$ cat src/rtl/core/mbet_pkg.sv
// Shared constants, types and codes for the escape-time counter.
`timescale 1ns / 1ps

package mbet_pkg;

    // Fixed-point format and counter width
    localparam int FRAC_BITS    = 28;
    localparam int COUNT_WIDTH  = 16;
    localparam int C_WIDTH      = 32;
    localparam int RADIUS_WIDTH = 31;

    // Configuration port
    localparam int CFG_IDX_W  = 2;
    localparam int CFG_DATA_W = 32;

    localparam logic [CFG_IDX_W-1:0] CFG_RADIUS   = CFG_IDX_W'(0);
    localparam logic [CFG_IDX_W-1:0] CFG_MAX_ITER = CFG_IDX_W'(1);

    localparam logic [RADIUS_WIDTH-1:0] RADIUS_RESET   = RADIUS_WIDTH'(536870912);
    localparam logic [COUNT_WIDTH-1:0]  MAX_ITER_RESET = COUNT_WIDTH'(256);

    // Magnitude of a component that can still be inside the radius
    localparam int MAG_W  = RADIUS_WIDTH;
    localparam int PROD_W = 2 * MAG_W;
    localparam int RR_W   = 2 * RADIUS_WIDTH;
    localparam int SUM_W  = PROD_W + 1;

    // Components saturate at +-2^SAT_EXP
    localparam int SAT_EXP = 34;
    localparam int Z_W     = SAT_EXP + 2;

    // Shifted square and cross terms, and the accumulator that adds them to c
    localparam int QW    = PROD_W - FRAC_BITS;
    localparam int QXW   = PROD_W - FRAC_BITS + 1;
    localparam int ACC_W = (QXW + 3 > Z_W + 1) ? QXW + 3 : Z_W + 1;

    // Queue between front and back
    localparam int QUEUE_DEPTH = 2;
    localparam int QPTR_W      = (QUEUE_DEPTH > 1) ? $clog2(QUEUE_DEPTH) : 1;
    localparam int QFILL_W     = $clog2(QUEUE_DEPTH + 1);

    typedef struct packed {
        logic signed [C_WIDTH-1:0] c_imag;
        logic signed [C_WIDTH-1:0] c_real;
    } point_t;

    typedef struct packed {
        logic [RR_W-1:0]        radius_sq;
        logic [COUNT_WIDTH-1:0] max_iter;
    } cfg_t;

    typedef struct packed {
        logic full;
        logic empty;
    } q_status_t;

    typedef enum logic [1:0] {
        ST_IDLE,
        ST_MUL,
        ST_ADD,
        ST_HOLD
    } iter_state_t;

endpackage

$ cat src/rtl/core/mbet_queue.sv
// Two-entry point queue between the front end and the iteration engine.
`timescale 1ns / 1ps

module mbet_queue
    import mbet_pkg::*;
(
    input  logic      clk,
    input  logic      rst_n,
    input  logic      push,
    input  point_t    push_data,
    input  logic      pop,
    output point_t    pop_data,
    output q_status_t status
);

    point_t                 mem_reg [QUEUE_DEPTH];
    logic [QPTR_W-1:0]      wr_ptr_reg;
    logic [QPTR_W-1:0]      wr_ptr_next;
    logic [QPTR_W-1:0]      rd_ptr_reg;
    logic [QPTR_W-1:0]      rd_ptr_next;
    logic [QFILL_W-1:0]     fill_reg;
    logic [QFILL_W-1:0]     fill_next;

    // Advance pointers with wrap, track fill level
    always_comb
    begin
        wr_ptr_next = wr_ptr_reg;
        rd_ptr_next = rd_ptr_reg;
        fill_next   = fill_reg;
        if (push)
        begin
            wr_ptr_next = (wr_ptr_reg == QPTR_W'(QUEUE_DEPTH - 1)) ? '0 : wr_ptr_reg + 1'b1;
        end
        if (pop)
        begin
            rd_ptr_next = (rd_ptr_reg == QPTR_W'(QUEUE_DEPTH - 1)) ? '0 : rd_ptr_reg + 1'b1;
        end
        if (push && !pop)
        begin
            fill_next = fill_reg + 1'b1;
        end
        else if (pop && !push)
        begin
            fill_next = fill_reg - 1'b1;
        end
    end

    always_ff @(posedge clk or negedge rst_n)
    begin
        if (!rst_n)
        begin
            wr_ptr_reg <= '0;
            rd_ptr_reg <= '0;
            fill_reg   <= '0;
        end
        else
        begin
            wr_ptr_reg <= wr_ptr_next;
            rd_ptr_reg <= rd_ptr_next;
            fill_reg   <= fill_next;
        end
    end

    // Store the incoming point
    always_ff @(posedge clk)
    begin
        if (push)
        begin
            mem_reg[wr_ptr_reg] <= push_data;
        end
    end

    assign pop_data     = mem_reg[rd_ptr_reg];
    assign status.full  = (fill_reg == QFILL_W'(QUEUE_DEPTH));
    assign status.empty = (fill_reg == '0);

endmodule

$ cat config.mk
export PLATFORM = sky130hd
export DESIGN_NAME = mbet_queue
export DESIGN_NICKNAME = d
export VERILOG_FILES = /design/src/rtl/core/mbet_pkg.sv /design/src/rtl/core/mbet_queue.sv
export SDC_FILE = /design/constraint.sdc
export NUM_CORES = 1
export LEC_CHECK = 0
export BUFFER_PORTS_ARGS = -buffer_cell sky130_fd_sc_hd__buf_4
export CORE_UTILIZATION = 52
export DETAILED_ROUTE_END_ITERATION = 8
export PLACE_DENSITY_LB_ADDON = 0.08
export SETUP_SLACK_MARGIN = 0.4
export SYNTH_ARGS = -nofsm -noshare
export SYNTH_HDL_FRONTEND = slang
export SYNTH_SLANG_ARGS = --single-unit
$ cat constraint.sdc
create_clock -name clk -period 5.34 [get_ports clk]
set_input_delay 0.801 -clock clk [delete_from_list [all_inputs] [get_ports clk]]
set_output_delay 0.801 -clock clk [all_outputs]
set_load 0.05 [all_outputs]
==> flow_summary.yaml, run 1 <==
hold_path:
  hold_path_class: "in -> async"
routing:
  wl_per_cell_um: 16.7
  drc: 0
  vias: 2439
  drtIter0Drc: 105
  dr.pass1.iters: 4
  vias_per_cell: 4.84
  ant_nets: 0
  totalWireLength_um: 8400
critical_path:
  path_max_fanout: 65
  crit_chain: "mux2_2 > buf_4"
  cp.required_ns: 4.54
  cp_slowest_cell: "dfrtp_4"
  r2r_start: "wr_ptr_reg$_DFFE_PN0P_"
  start_kind: "flip-flop"
  r2r_slack_ns: 3.23
  worstSetupEndpointType: "output pin"
  worst_path_largest_cell_delay_ns: 1.16
  path_buf_inv: 1
  crit_arrival_ns: 2.33
  crit_family: "flip-flops"
  worstSetupStartpoint: "rd_ptr_reg$_DFFE_PN0P_"
  reg2reg_to: "mem_reg[0][62]$_DFFE_PP_"
  ff2ff_path_depth: 2
  crit_type: "reg -> out"
sta:
  drv_slew: 0
  setup_tns_ns: 0
  fin_crit_sh: 0.587
  final_hold_viol_count: 0
  max_slew_margin: 0.236
  finalSetupViolCount: 0
  fin_crit_ns: 3.13
  tightest_slew_ns: 1.15
  max_freq_ghz: 0.319
  fin_skew_ns: 0.00496
  rsz0062_at_grt: "false"
  holdWs_ns: 0.0868
power:
  p_leak_nw: 2.67
  pwr_density_cell_nw_per_um2: 645
  peakVddDrop_mv: 0.349
global_routing:
  grt-ovfl-total: 0
  grt_max_degree: 66
  first_global_vias: 2495
  track_usage: 0.176
  antenna_found_initial: 0
  grt_pass1_wl_um: 12600
outcome:
  status: "complete, no violations"
yosys:
  yosys.area.top_type_share: 0.767
  ys_ff_latch: 132
  synth-seq-area-share: 0.787
  avgSynthCellArea_um2: 23.3
  synth_area_um2: 5010
  yosysTopAreaCell: "edfxtp_1"
  synth_cells: 215
  synthTopCellsByArea: "edfxtp_1 77%, mux2_4 15%, mux2_2 3.1%, dfrtp_1 2.0%, buf_6 1.3%"
  synth_nets: 284
  ys_types: 13
  yosys_warnings: 0
clock_network:
  clk_pin_slew_ns: 0.06
  htree_levels: 4
  worstSkewPairLatency_ns: 0.50
  ctsLongestPathBuffers: 2
  clock_sinks: 132
  cts-buffers-inserted: 17
  cts_resized: 0
  hold_buffers: 0
  postCtsSetupBuffers: 0
  root_buffer: "clkbuf_8"
  cts_tree: "built"
die:
  core_area_um2: 9280
  num_rows: 35
  die-width_um: 100
  die_area_um2: 10000
  ioPinCount: 134
  die_y_um: 100
  initial_utilization: 0.540
placed_design:
  io_buffer_count: 133
  routabilityCongestion: 0.758
  post-dp-hpwl_um: 5320
finish:
  n_fill_cell: 618
  area_growth_pct: 33.4
  register_area_um2: 3950
  final_common_cell: "buf_4"
  diodes: 0
  final_util: 0.720
  layout-drive-gt1-share: 0.613
  multi_input_area_um2: 1000
  nets: 431
  mostFrequentLayoutCells: "135 x buf_4, 128 x edfxtp_1, 50 x mux2_4, 16 x clkbuf_16, 14 x mux2_2"
  largest_register_ffs: 128
run:
  drv_cap: 0
==> final cells by class <==
| class | count | share of cell area |
|---|---|---|
| Clock buffer | 20 | 0.0636 |
| Clock inverter | 12 | 0.0198 |
| Inverter | 1 | 0.000562 |
| Multi-Input combinational cell | 75 | 0.150 |
| Sequential cell | 132 | 0.591 |
| Tap cell | 129 | 0.0241 |
| Timing Repair Buffer | 135 | 0.152 |
==> cells by family after synthesis <==
group         share of synthesized area
mux                               0.181
xor+xnor                        0.00874
simple gates                    0.00524
flops                             0.787
fa+ha+maj                       0.00250
buf+inv                          0.0152
==> worst reg2reg max path: stages, from the launching register on <==
cell and delay [ns]:
dfrtp_1 0.43, nor2b_4 0.75, buf_4 0.57
==> stage by stage <==
stage	setup slack [ns]	area (um2)	std cells	power, mW
final	2.21	6680	504	4.31
after global routing	2.09	6680	504	4.46
after CTS	2.15	6680	504	4.35
after detailed placement	2.70	6130	472	3.27
after global placement	2.73	6130	472	3.25
after floorplan	1.23	5010	215	2.85
==> layer usage <==
layer | routed length (um) | vias to the layer above | share of wire | GRT usage
li1 | - | 1143 | - | -
met1 | 3340 | 1205 | 0.40 | 0.205
met2 | 4370 | 84 | 0.52 | 0.288
met3 | 609 | 7 | 0.073 | 0.0731
met4 | 77 | 0 | 0.0092 | 0.0769
met5 | 0 | - | 0 | 0
==> synth_stat cells <==
master    instances
and2_1            1
mux2_4           50
ha_1              1
buf_6             6
xor2_1            4
edfxtp_1        128
nor2b_1           2
dfrtp_1           4
mux2_2           14
buf_2             1
nor2_1            2
inv_1             1
xnor2_1           1
==> report_power, final <==
part           internal, mW  switching, mW
Sequential             1.38          0.185
Combinational         0.648           1.03
Clock                 0.663          0.408
Total                  2.69           1.62
==> worst max-delay path by stage <==
stage / end / slack, ns / cells past startpoint
finish: pop_data[48] / 2.21 / 2
detailed placement: mem_reg[0][39]$_DFFE_PP_ / 2.70 / 3
floorplan: mem_reg[0][0]$_DFFE_PP_ / 1.23 / 1
global placement: pop_data[48] / 2.73 / 2
CTS: pop_data[39] / 2.15 / 2
global route: pop_data[39] / 2.09 / 2
No activity file was read; power rests on OpenSTA's default activity.
==> inputs of run 2 (changes only) <==
- clock period: 5.34 -> 3.2 ns (I/O delays scaled with it)
==> flow_summary.yaml, run 2 (synthesized netlist as in run 1, its figures left out) <==
hold_path:
  holdCritStartpoint: "push_data[40]"
  whs_path_depth: 1
  hold_path_class: "in -> reg"
  hold_end: "mem_reg[0][40]$_DFFE_PP_"
clock_network:
  ctsLongestPathBuffers: 2
  clk_pin_slew_ns: 0.06
  clock_sinks: 132
  worstSkewPairLatency_ns: 0.50
  cts-buffers-inserted: 17
  cts_tree: "built"
  root_buffer: "clkbuf_8"
  htree_levels: 4
sta:
  fin_crit_sh: 0.795
  rsz0062_at_grt: "false"
  final_hold_viol_count: 0
  fin_crit_ns: 2.54
  drv_slew: 0
  max_slew_margin: 0.573
  setup_tns_ns: 0
  fin_skew_ns: 0.00745
  max_freq_ghz: 0.393
  finalSetupViolCount: 0
  tightest_slew_ns: 0.641
  holdWs_ns: 0.154
finish:
  diodes: 0
  mostFrequentLayoutCells: "136 x buf_4, 128 x edfxtp_1, 50 x mux2_4, 16 x clkbuf_16, 14 x mux2_2"
  largest_register_ffs: 128
  nets: 436
  area_growth_pct: 35.9
  layout-drive-gt1-share: 0.618
  final_common_cell: "buf_4"
die:
  initial_utilization: 0.540
  core_area_um2: 9280
  die_area_um2: 10000
  num_rows: 35
  ioPinCount: 134
  die_y_um: 100
  die-width_um: 100
power:
  seqPwrFrac: 0.333
  peakVddDrop_mv: 0.561
  cellInternalPower_mw: 4.67
  power_frac_comb: 0.405
  p_sw_mw: 2.72
  pwr_density_cell_nw_per_um2: 1090
  clock_power_share: 0.262
  p_leak_nw: 2.72
  finalPower_mw: 7.39
  switching_share: 0.368
critical_path:
  ff2ff_path_depth: 2
  cp_slowest_cell: "dfrtp_4"
  crit_chain: "buf_4 > mux2_4 > buf_4"
  worst_path_largest_cell_delay_ns: 0.67
  reg2reg_to: "mem_reg[1][17]$_DFFE_PP_"
  r2r_start: "wr_ptr_reg$_DFFE_PN0P_"
  worstSetupEndpointType: "output pin"
  start_kind: "flip-flop"
  cp_common_cell: "buf_4"
  crit_type: "reg -> out"
  path_max_fanout: 22
  r2r_slack_ns: 1.54
  cp.required_ns: 2.72
  crit_arrival_ns: 2.06
run:
  drv_cap: 0
routing:
  vias: 2449
  drc: 0
  vias_per_cell: 4.81
  wl_per_cell_um: 16.4
  ant_nets: 0
  dr.pass1.iters: 4
  totalWireLength_um: 8370
  drtIter0Drc: 71
global_routing:
  antenna_found_initial: 0
  grt_max_degree: 58
  grt-ovfl-total: 0
  grt_pass1_wl_um: 12800
  track_usage: 0.178
  first_global_vias: 2505
outcome:
  status: "complete, no violations"
placed_design:
  io_buffer_count: 133
  post-dp-hpwl_um: 5330
  routabilityCongestion: 0.689
run 2: changes by cell type in the layout (fill, tap and decap cells not counted):
cell	previous run	this run
buf_12	0	3
bufinv_16	2	4
clkbuf_1	3	1
buf_4	135	136
clkinv_1	1	2
clkinv_4	2	1
clkinvlp_4	5	6
dlygate4sd3_1	0	1
inv_6	1	0
run 2: layout make-up:
cell class                 count  area, um2
inverter                       1       3.75
fill                         606       2480
multi-input combinational     75       1000
tap                          129        161
clock buffer                  18        418
timing repair buffer         140       1090
clock inverter                14        186
sequential                   132       3950
run 2: power groups by stage:
| stage | combinational [mW] | sequential, mW | clock (mW) |
|---|---|---|---|
| 6_report | 2.99 | 2.46 | 1.94 |
| 5_1_grt | 3.12 | 2.50 | 2.04 |
| 4_1_cts | 3.03 | 2.47 | 1.98 |
| 3_5_place_dp | 2.92 | 2.56 | 0 |
| 3_3_place_gp | 2.90 | 2.55 | 0 |
| 2_1_floorplan | 2.33 | 2.42 | 0 |
run 2: what timing repair did:
item | CTS | global route
resized for setup | 0 | 0
hold buffers | 1 | 0
hold endpoints to repair | 4 | 0
buffers inserted | 1 | 0
setup endpoints to repair | 26 | 0
run 2: how the worst max path moves through the flow:
| stage | from | depth (start not counted) | slack [ns] | to |
|---|---|---|---|---|
| after floorplan | push | 1 | 0.61 | mem_reg[0][0]$_DFFE_PP_ |
| after global placement | rd_ptr_reg$_DFFE_PN0P_ | 3 | 0.90 | pop_data[17] |
| after detailed placement | rd_ptr_reg$_DFFE_PN0P_ | 3 | 0.89 | pop_data[31] |
| after CTS | rd_ptr_reg$_DFFE_PN0P_ | 3 | 0.62 | pop_data[31] |
| after global routing | rd_ptr_reg$_DFFE_PN0P_ | 3 | 0.57 | pop_data[31] |
| final | rd_ptr_reg$_DFFE_PN0P_ | 3 | 0.66 | pop_data[58] |
run 2: worst max-delay path: cells and delay by family (launching register included):
kind / cells / cell delay, ns
buffers and inverters: 2 / 0.54
multiplexers: 1 / 0.33
flip-flops: 1 / 0.67
run 2: routing by layer:
| layer | GRT usage | wire length (um) |
|---|---|---|
| met1 | 0.203 | 3250 |
| met2 | 0.296 | 4260 |
| met5 | 0 | 0 |
| met4 | 0.0870 | 148 |
| met3 | 0.0689 | 702 |
run 2: through the flow:
| step | setup slack (ns) | instance area [um2] | cells | util |
|---|---|---|---|---|
| 5_1_grt | 0.573 | 6810 | 509 | 0.733 |
| 2_1_floorplan | 0.609 | 5010 | 215 | - |
| 3_3_place_gp | 0.905 | 6170 | 475 | 0.665 |
| 6_report | 0.657 | 6810 | 509 | 0.733 |
| 4_1_cts | 0.618 | 6810 | 509 | 0.733 |
| 3_5_place_dp | 0.887 | 6170 | 475 | 0.665 |
==> inputs of run 3 (changes only) <==
- clock period: 3.2 -> 2.4 ns (I/O delays scaled with it)
==> flow_summary.yaml, run 3 (synthesized netlist as in run 1, its figures left out) <==
die:
  ioPinCount: 134
  initial_utilization: 0.540
  die_y_um: 100
  num_rows: 35
  die_area_um2: 10000
  die-width_um: 100
  core_area_um2: 9280
sta:
  setup_tns_ns: 0
  worst_slack_ns: 0.246
  max_slew_margin: 0.727
  holdWs_ns: 0.0360
  fin_crit_ns: 2.15
  max_freq_ghz: 0.464
  tightest_slew_ns: 0.409
  drv_slew: 0
  rsz0062_at_grt: "true"
  fin_skew_ns: 0.00778
  finalSetupViolCount: 0
  final_hold_viol_count: 0
  fin_crit_sh: 0.898
placed_design:
  dp.cells: 480
  routabilityCongestion: 0.731
  post-dp-hpwl_um: 5630
  io_buffer_count: 133
  place_area_um2: 6210
  pre_cts_slack_ns: 0.529
global_routing:
  grt_pass1_wl_um: 13200
  grt_max_degree: 39
  first_global_vias: 2687
  track_usage: 0.185
  grt-ovfl-total: 0
  antenna_found_initial: 0
power:
  power_frac_comb: 0.440
  cellInternalPower_mw: 6.97
  p_leak_nw: 2.93
  switching_share: 0.352
  finalPower_mw: 10.8
  seqPwrFrac: 0.300
  p_sw_mw: 3.79
  clock_power_share: 0.260
  pwr_density_cell_nw_per_um2: 1490
  peakVddDrop_mv: 1.18
clock_network:
  ctsLongestPathBuffers: 2
  clk_pin_slew_ns: 0.06
  root_buffer: "clkbuf_8"
  cts-buffers-inserted: 17
  cts_tree: "built"
  clock_sinks: 132
  worstSkewPairLatency_ns: 0.50
  htree_levels: 4
routing:
  dr.pass1.iters: 4
  ant_nets: 0
  totalWireLength_um: 8980
  wl_per_cell_um: 17.2
  vias_per_cell: 4.84
  vias: 2528
  drtIter0Drc: 85
  drc: 0
finish:
  nets: 449
  mostFrequentLayoutCells: "128 x edfxtp_1, 95 x buf_4, 51 x mux2_4, 42 x buf_6, 17 x clkbuf_16"
  final_util: 0.780
  layout-drive-gt1-share: 0.628
  multi_input_area_um2: 1000
  diodes: 0
  register_area_um2: 3950
  largest_register_ffs: 128
  layout.cells.non_filler: 522
  area_growth_pct: 44.5
  final_common_cell: "edfxtp_1"
  n_fill_cell: 534
  final_area_um2: 7240
critical_path:
  crit_type: "reg -> out"
  cp.required_ns: 2.04
  path_max_fanout: 11
  start_kind: "flip-flop"
  crit_arrival_ns: 1.79
  ff2ff_path_depth: 2
  worstSetupEndpointType: "output pin"
run:
  drv_cap: 0
hold_path:
  hold_path_class: "in -> reg"
  whs_path_depth: 1
outcome:
  status: "complete, no violations"
## run 3: cell count changes in the layout (fill, tap and decap cells not counted), moves of 2 or more
| cell | delta |
|---|---|
| buf_4 | -41 |
| buf_6 | +42 |
| clkinv_4 | +3 |
| buf_12 | +3 |
| bufinv_16 | +2 |
| buf_8 | +7 |
| clkinvlp_4 | -5 |
## run 3: area by class of cell
class / instances / share of cell area
Clock buffer: 18 / 0.0577
Clock inverter: 14 / 0.0323
Inverter: 1 / 0.000518
Multi-Input combinational cell: 75 / 0.139
Sequential cell: 132 / 0.545
Tap cell: 129 / 0.0223
Timing Repair Buffer: 153 / 0.204
## run 3: critical path, stage by stage (launching register included)
cell and delay (ns):
dfrtp_4 0.53, buf_6 0.15, buf_12 0.15, mux2_4 0.31, buf_8 0.15
## run 3: worst paths after layout
kind	startpoint	slack, ns	to
max reg2reg	wr_ptr_reg$_DFFE_PN0P_	0.94	mem_reg[1][3]$_DFFE_PP_
max	rd_ptr_reg$_DFFE_PN0P_	0.25	pop_data[58]
min reg2reg	fill_reg[0]$_DFFE_PN0P_	0.55	fill_reg[0]$_DFFE_PN0P_
min in group asynchronous	rst_n	0.21	fill_reg[0]$_DFFE_PN0P_
max in group asynchronous	rst_n	2.07	rd_ptr_reg$_DFFE_PN0P_
min	push_data[21]	0.04	mem_reg[1][21]$_DFFE_PP_
## run 3: per-layer routing
layer / part of all wire / vias up / global-route usage
li1: - / 1181 / -
met1: 0.40 / 1240 / 0.209
met2: 0.52 / 94 / 0.313
met3: 0.062 / 13 / 0.0620
met4: 0.017 / 0 / 0.0970
met5: 0 / - / 0
## run 3: timing repair
action / CTS / global route
hold endpoints to repair: 4 / 0
gates cloned: 1 / 1
setup buffers: 7 / 0
setup endpoints to repair: 64 / 64
resized for setup: 57 / 9
hold buffers: 1 / 0
pin swaps: 0 / 0
## run 3: power by group through the flow
| stage | clock network, mW | logic, mW | registers (mW) |
|---|---|---|---|
| floorplan | 0 | 3.12 | 3.21 |
| global placement | 0 | 4.01 | 3.31 |
| detailed placement | 0 | 4.03 | 3.33 |
| CTS | 2.84 | 4.66 | 3.22 |
| global route | 2.94 | 4.91 | 3.26 |
| finish | 2.80 | 4.74 | 3.22 |
